--- config.mk ---
export PLATFORM = sky130hd
export DESIGN_NAME = i64a_div_step
export DESIGN_NICKNAME = d
export VERILOG_FILES = /design/src/design/i64alu_pkg.sv /design/src/design/i64a_div_step.sv
export SDC_FILE = /design/constraint.sdc
export NUM_CORES = 1
export LEC_CHECK = 0
export ABC_AREA = 1
export BUFFER_PORTS_ARGS = -buffer_cell sky130_fd_sc_hd__buf_4
export CAP_MARGIN = 25
export CORE_AREA = 2 2 202 204
export CTS_CLUSTER_DIAMETER = 30
export CTS_CLUSTER_SIZE = 20
export DETAILED_ROUTE_END_ITERATION = 6
export DIE_AREA = 0 0 204 206
export SETUP_SLACK_MARGIN = 0.15
export SLEW_MARGIN = 10
export SYNTH_ARGS = -nofsm -noshare
export SYNTH_HDL_FRONTEND = slang
export SYNTH_SLANG_ARGS = --single-unit
--- constraint.sdc ---
create_clock -name clk -period 2.8 [get_ports clk]
set_input_delay 0.56 -clock clk [delete_from_list [all_inputs] [get_ports clk]]
set_output_delay 0.56 -clock clk [all_outputs]
set_load 0.005 [all_outputs]
--- src/design/i64alu_pkg.sv ---
package i64alu_pkg;

  localparam int unsigned DataW  = 64;
  localparam int unsigned KindW  = 5;
  localparam int unsigned HalfW  = DataW / 2;
  localparam int unsigned ShiftW = 6;

  localparam logic [KindW-1:0] KIND_ADD  = 5'd0;
  localparam logic [KindW-1:0] KIND_SUB  = 5'd1;
  localparam logic [KindW-1:0] KIND_MUL  = 5'd2;
  localparam logic [KindW-1:0] KIND_DIV  = 5'd3;
  localparam logic [KindW-1:0] KIND_MOD  = 5'd4;
  localparam logic [KindW-1:0] KIND_AND  = 5'd5;
  localparam logic [KindW-1:0] KIND_OR   = 5'd6;
  localparam logic [KindW-1:0] KIND_XOR  = 5'd7;
  localparam logic [KindW-1:0] KIND_SHL  = 5'd8;
  localparam logic [KindW-1:0] KIND_SHR  = 5'd9;
  localparam logic [KindW-1:0] KIND_EQ   = 5'd10;
  localparam logic [KindW-1:0] KIND_NE   = 5'd11;
  localparam logic [KindW-1:0] KIND_LT   = 5'd12;
  localparam logic [KindW-1:0] KIND_LE   = 5'd13;
  localparam logic [KindW-1:0] KIND_GT   = 5'd14;
  localparam logic [KindW-1:0] KIND_GE   = 5'd15;
  localparam logic [KindW-1:0] KIND_LAND = 5'd16;
  localparam logic [KindW-1:0] KIND_LOR  = 5'd17;

  // One stage of the division pipeline; every item passes through it.
  typedef struct packed {
    logic             valid;
    logic             is_div;
    logic             is_mod;
    logic             neg_q;
    logic             neg_r;
    logic             dz;
    logic [DataW-1:0] res;
    logic [DataW-1:0] rem;
    logic [DataW-1:0] quo;
    logic [DataW-1:0] den;
  } i64a_stage_t;

endpackage

--- src/design/i64a_div_step.sv ---
module i64a_div_step
  import i64alu_pkg::*;
(
  input  logic        clk,
  input  logic        rst_n,
  input  logic        en,
  input  i64a_stage_t stage_in,
  output i64a_stage_t stage_out
);

  logic [DataW:0]   rem_sh;
  logic [DataW+1:0] trial;
  logic             ge;
  i64a_stage_t      stage_r;
  i64a_stage_t      stage_nxt;

  // One restoring step: bring down the next dividend bit and try a subtract.
  always_comb begin
    rem_sh    = {stage_in.rem, stage_in.quo[DataW-1]};
    trial     = {1'b0, rem_sh} - {2'b00, stage_in.den};
    ge        = !trial[DataW+1];
    stage_nxt = stage_in;
    stage_nxt.rem = ge ? trial[DataW-1:0] : rem_sh[DataW-1:0];
    stage_nxt.quo = {stage_in.quo[DataW-2:0], ge};
  end

  always_ff @(posedge clk) begin
    if (!rst_n) begin
      stage_r.valid <= 1'b0;
    end else if (en) begin
      stage_r.valid <= stage_nxt.valid;
    end
  end

  always_ff @(posedge clk) begin
    if (en) begin
      stage_r.is_div <= stage_nxt.is_div;
      stage_r.is_mod <= stage_nxt.is_mod;
      stage_r.neg_q  <= stage_nxt.neg_q;
      stage_r.neg_r  <= stage_nxt.neg_r;
      stage_r.dz     <= stage_nxt.dz;
      stage_r.res    <= stage_nxt.res;
      stage_r.rem    <= stage_nxt.rem;
      stage_r.quo    <= stage_nxt.quo;
      stage_r.den    <= stage_nxt.den;
    end
  end

  assign stage_out = stage_r;

endmodule

Word-level counts from Yosys, hierarchy flattened
Index checks and enable logic that the tools add are counted. W data, S select, Z words.

Mux-type cells: 1. Add/sub/neg operators: 1. Bitwise logic cells: 0. Magnitude comparators: 0. Divide/modulo/power cells: 0. Multiply operators: 0. Shift-type cells: 0. Equality and inequality tests: 0. Reductions and logical operators: 1.

Operator list (number): $sub A65 B64 Y66 (1); $mux W64 (1); $logic_not A1 Y1 (1).

Bits in read-only memories: 0. Latch bits: 0. Memories: 0. Bits in writable memories: 0. Register bits: 262. Word-level logic and storage cells: 13. Bits of input ports: 265. Output and inout bits: 262.

Logic depth before layout (Yosys ltp)
Word-level depth: 2. Mapped depth: 19. Depth with buffers taken out: 17.

Worst setup path before layout
OpenSTA, ideal clock, no wires.

Kind: input to register. Start: input port stage_in[56] (netlist name). End: register stage_r (netlist bit stage_out[183]) (data pin). Library setup time: 0.253 ns. Slack: 0.418 ns. Stages: 14. Path buffers: 2. Arrival: 2.129 ns. Required time: 2.547 ns. Cells stage by stage: inv_1 ha_1 nand2_1 inv_2 a21oi_1 inv_1 o21ai_1 nand3_1 nor2_4 nand2_4 buf_8 buf_12 nand3_2 nand2_1.

RTL lines: start, declared (line i64a_div_step.sv:7) `input i64a_stage_t stage_in,`; end, declared (line i64a_div_step.sv:14) `i64a_stage_t stage_r;`.

==> flow_summary.json <==
{
  "peakVddDrop_v": 0.000568,
  "max_cap_viol_count": 0,
  "pin_count": 527,
  "yosys_most_used_dff": "edfxtp_1",
  "syn_area_per_cell_um2": 8.25,
  "post-cts-setup-buffer-count": 0,
  "largest_reg_flops": 262,
  "wl_per_cell_um": 20.2,
  "worst_pin_slew_ns": 0.579,
  "post-route-drc-count": 0,
  "clock-skew-final_ns": 0,
  "cts.clk_slew.worst_paths_ns": 0.05,
  "routabilityCongestion": 0.943,
  "worstPathArrival_ns": 2.76,
  "first_global_vias": 14900,
  "syn-num-nets": 2151,
  "hold_viol_final": 0,
  "cp_max_fo": 27,
  "crit_required_ns": 3.12,
  "dp_hpwl_mm": 52.6,
  "syn2layout_area_growth_pct": 54.9,
  "nets": 2918,
  "yosysWarnings": 0,
  "async_reset_ff_share_pct": 0,
  "io_buffers": 526,
  "fmax_ghz": 0.410,
  "dieArea_um2": 42000,
  "slew_violations": 0,
  "worstSetupStartpoint": "stage_in[155]",
  "setup_violations": 0,
  "overflow": 0,
  "ys_ff_latch": 262,
  "die_h_um": 206,
  "slew_headroom_pct": 61.4,
  "die_x_um": 204,
  "grt_max_degree": 66,
  "r2r_start": "stage_out[261]$_SDFFE_PN0P_",
  "syn_area_um2": 15000,
  "drtIter0Drc": 1029,
  "final_cell_mix": "buf_4 (706), nand2_1 (689), inv_1 (375)",
  "dpl-instance-area_um2": 21000,
  "fin_crit_sh_pct": 87.1,
  "routed_via_density": 4.70,
  "rsz0062_at_grt": "no",
  "cts.sinks": 262,
  "end_kind": "flop",
  "mostFrequentLayoutCell": "buf_4",
  "worstHoldPathType": "in -> reg",
  "cts_buffers": 69,
  "fin_crit_ns": 2.44,
  "critical_path.startpoint_type": "input pin",
  "ant_nets": 0,
  "min_from": "stage_in[255]",
  "drive_gt1_share_pct": 32.8,
  "cts-root-buf": "clkbuf_16",
  "yosysUniqueCellTypes": 36,
  "clockBufferDepth": 3,
  "cts_max_level": 3,
  "wl_mm": 64.2,
  "design_area_um2": 23300,
  "outcome": "completed",
  "core.rowCount": 74,
  "synth_edf_count": 261,
  "ctsHoldBuffers": 0,
  "dr.pass1.iters": 5,
  "grt_pass1_wl_mm": 91.4,
  "grtUsageTotal_pct": 29.9,
  "cts_tree": "built",
  "cts_resized": 0,
  "start_util_pct": 37.4,
  "core-area_um2": 40200,
  "vias": 14900,
  "clk_latency_ns": 0.60,
  "grt_antenna_before_repair": 2,
  "synthCells": 1821,
  "whs_ns": 0.131,
  "power.density_nw_per_um2": 664,
  "synth-seq-area-share_pct": 52.3,
  "crit_type": "in -> reg",
  "power.leakage_uw": 0.0122
}
-- logic make-up (layout without fill, tap and decap cells) --
kind of cell,Yosys count,count (layout),synth area share [%]
simple gates,1005,1005,28.0
buf+inv,405,1226,10.5
flops,262,262,52.3
fa+ha+maj,65,65,5.47
compound gates,53,53,1.83
xor+xnor,31,31,1.81
other cells,0,1,0
-- cells in the mapped netlist (2+ instances only) --
cell | count | area share, %
inv_1 | 375 | 9.4
nor2_1 | 107 | 2.7
clkbuf_1 | 7 | 0.18
edfxtp_1 | 261 | 52
nand4_1 | 15 | 0.62
buf_2 | 8 | 0.27
and3_1 | 2 | 0.083
ha_1 | 64 | 5.3
xor2_1 | 30 | 1.7
a21oi_2 | 2 | 0.12
o21ai_0 | 5 | 0.17
nand3b_1 | 8 | 0.40
nor2_4 | 2 | 0.15
nor4_1 | 5 | 0.21
inv_2 | 9 | 0.22
nand3_2 | 11 | 0.73
nor2_2 | 9 | 0.37
nand2_1 | 689 | 17
a21oi_1 | 44 | 1.5
nand2_2 | 4 | 0.17
and2_1 | 3 | 0.13
nand3_1 | 136 | 4.5
nor3_1 | 9 | 0.30
nand2_4 | 2 | 0.15
buf_6 | 3 | 0.22
-- final timing paths --
check | to | slack (ns) | cells past startpoint
setup / recovery | stage_out[144]$_DFFE_PP_ | 0.36 | 17
hold / removal | stage_out[255]$_DFFE_PP_ | 0.13 | 1
setup reg to reg | stage_out[261]$_SDFFE_PN0P_ | 2.13 | 2
hold reg to reg | stage_out[261]$_SDFFE_PN0P_ | 0.59 | 2
-- area by class of cell --
cell class	instances	area, um^2
multi-input cells	1154	5580
clock inverters	49	443
diodes	1	2.50
clock buffers	76	1770
flip-flops and latches	262	7860
repair buffers	716	5500
fillers	3757	16900
well taps	532	666
inverters	385	1450
-- metrics by stage --
| stage | cells | worst slack (ns) | utilization (%) | power [uW] | TNS (ns) |
|---|---|---|---|---|---|
| floorplan | 1821 | 0.418 | - | 6150 | 0 |
| global placement | 3049 | -0.192 | 52.4 | 8020 | -8.02 |
| detailed placement | 3049 | -0.204 | 52.4 | 8030 | -10.38 |
| CTS | 3174 | 0.389 | 57.9 | 15600 | 0 |
| global route | 3174 | 0.211 | 57.9 | 16100 | 0 |
| finish | 3175 | 0.361 | 57.9 | 15500 | 0 |
-- power breakdown --
group,total [uW],internal (uW),switching (uW)
sequential,4920,4790,132
combinational,3070,1410,1650
clock,7470,4880,2580
total,15500,11100,4370
-- metal layers --
layer	global-route usage, %	share of wire, %	vias to the layer above
met5	0	0.020	-
met4	12.3	3.6	2
met3	7.41	7.8	92
met2	47.6	46	564
met1	39.0	43	6976
li1	-	-	7280
-- critical path: stages --
cell and delay, ns:
buf_4 0.14, ha_1 0.32, nand2_1 0.17, inv_1 0.06
nand2_1 0.06, nand2_1 0.11, nand2_1 0.09, nand2_1 0.10
inv_1 0.07, nand2_1 0.11, inv_1 0.11, nand2_2 0.11
nand2_4 0.11, nand2_4 0.21, buf_12 0.24, nand2_1 0.08
nand2_1 0.07
No activity file was read; power rests on OpenSTA's default activity.
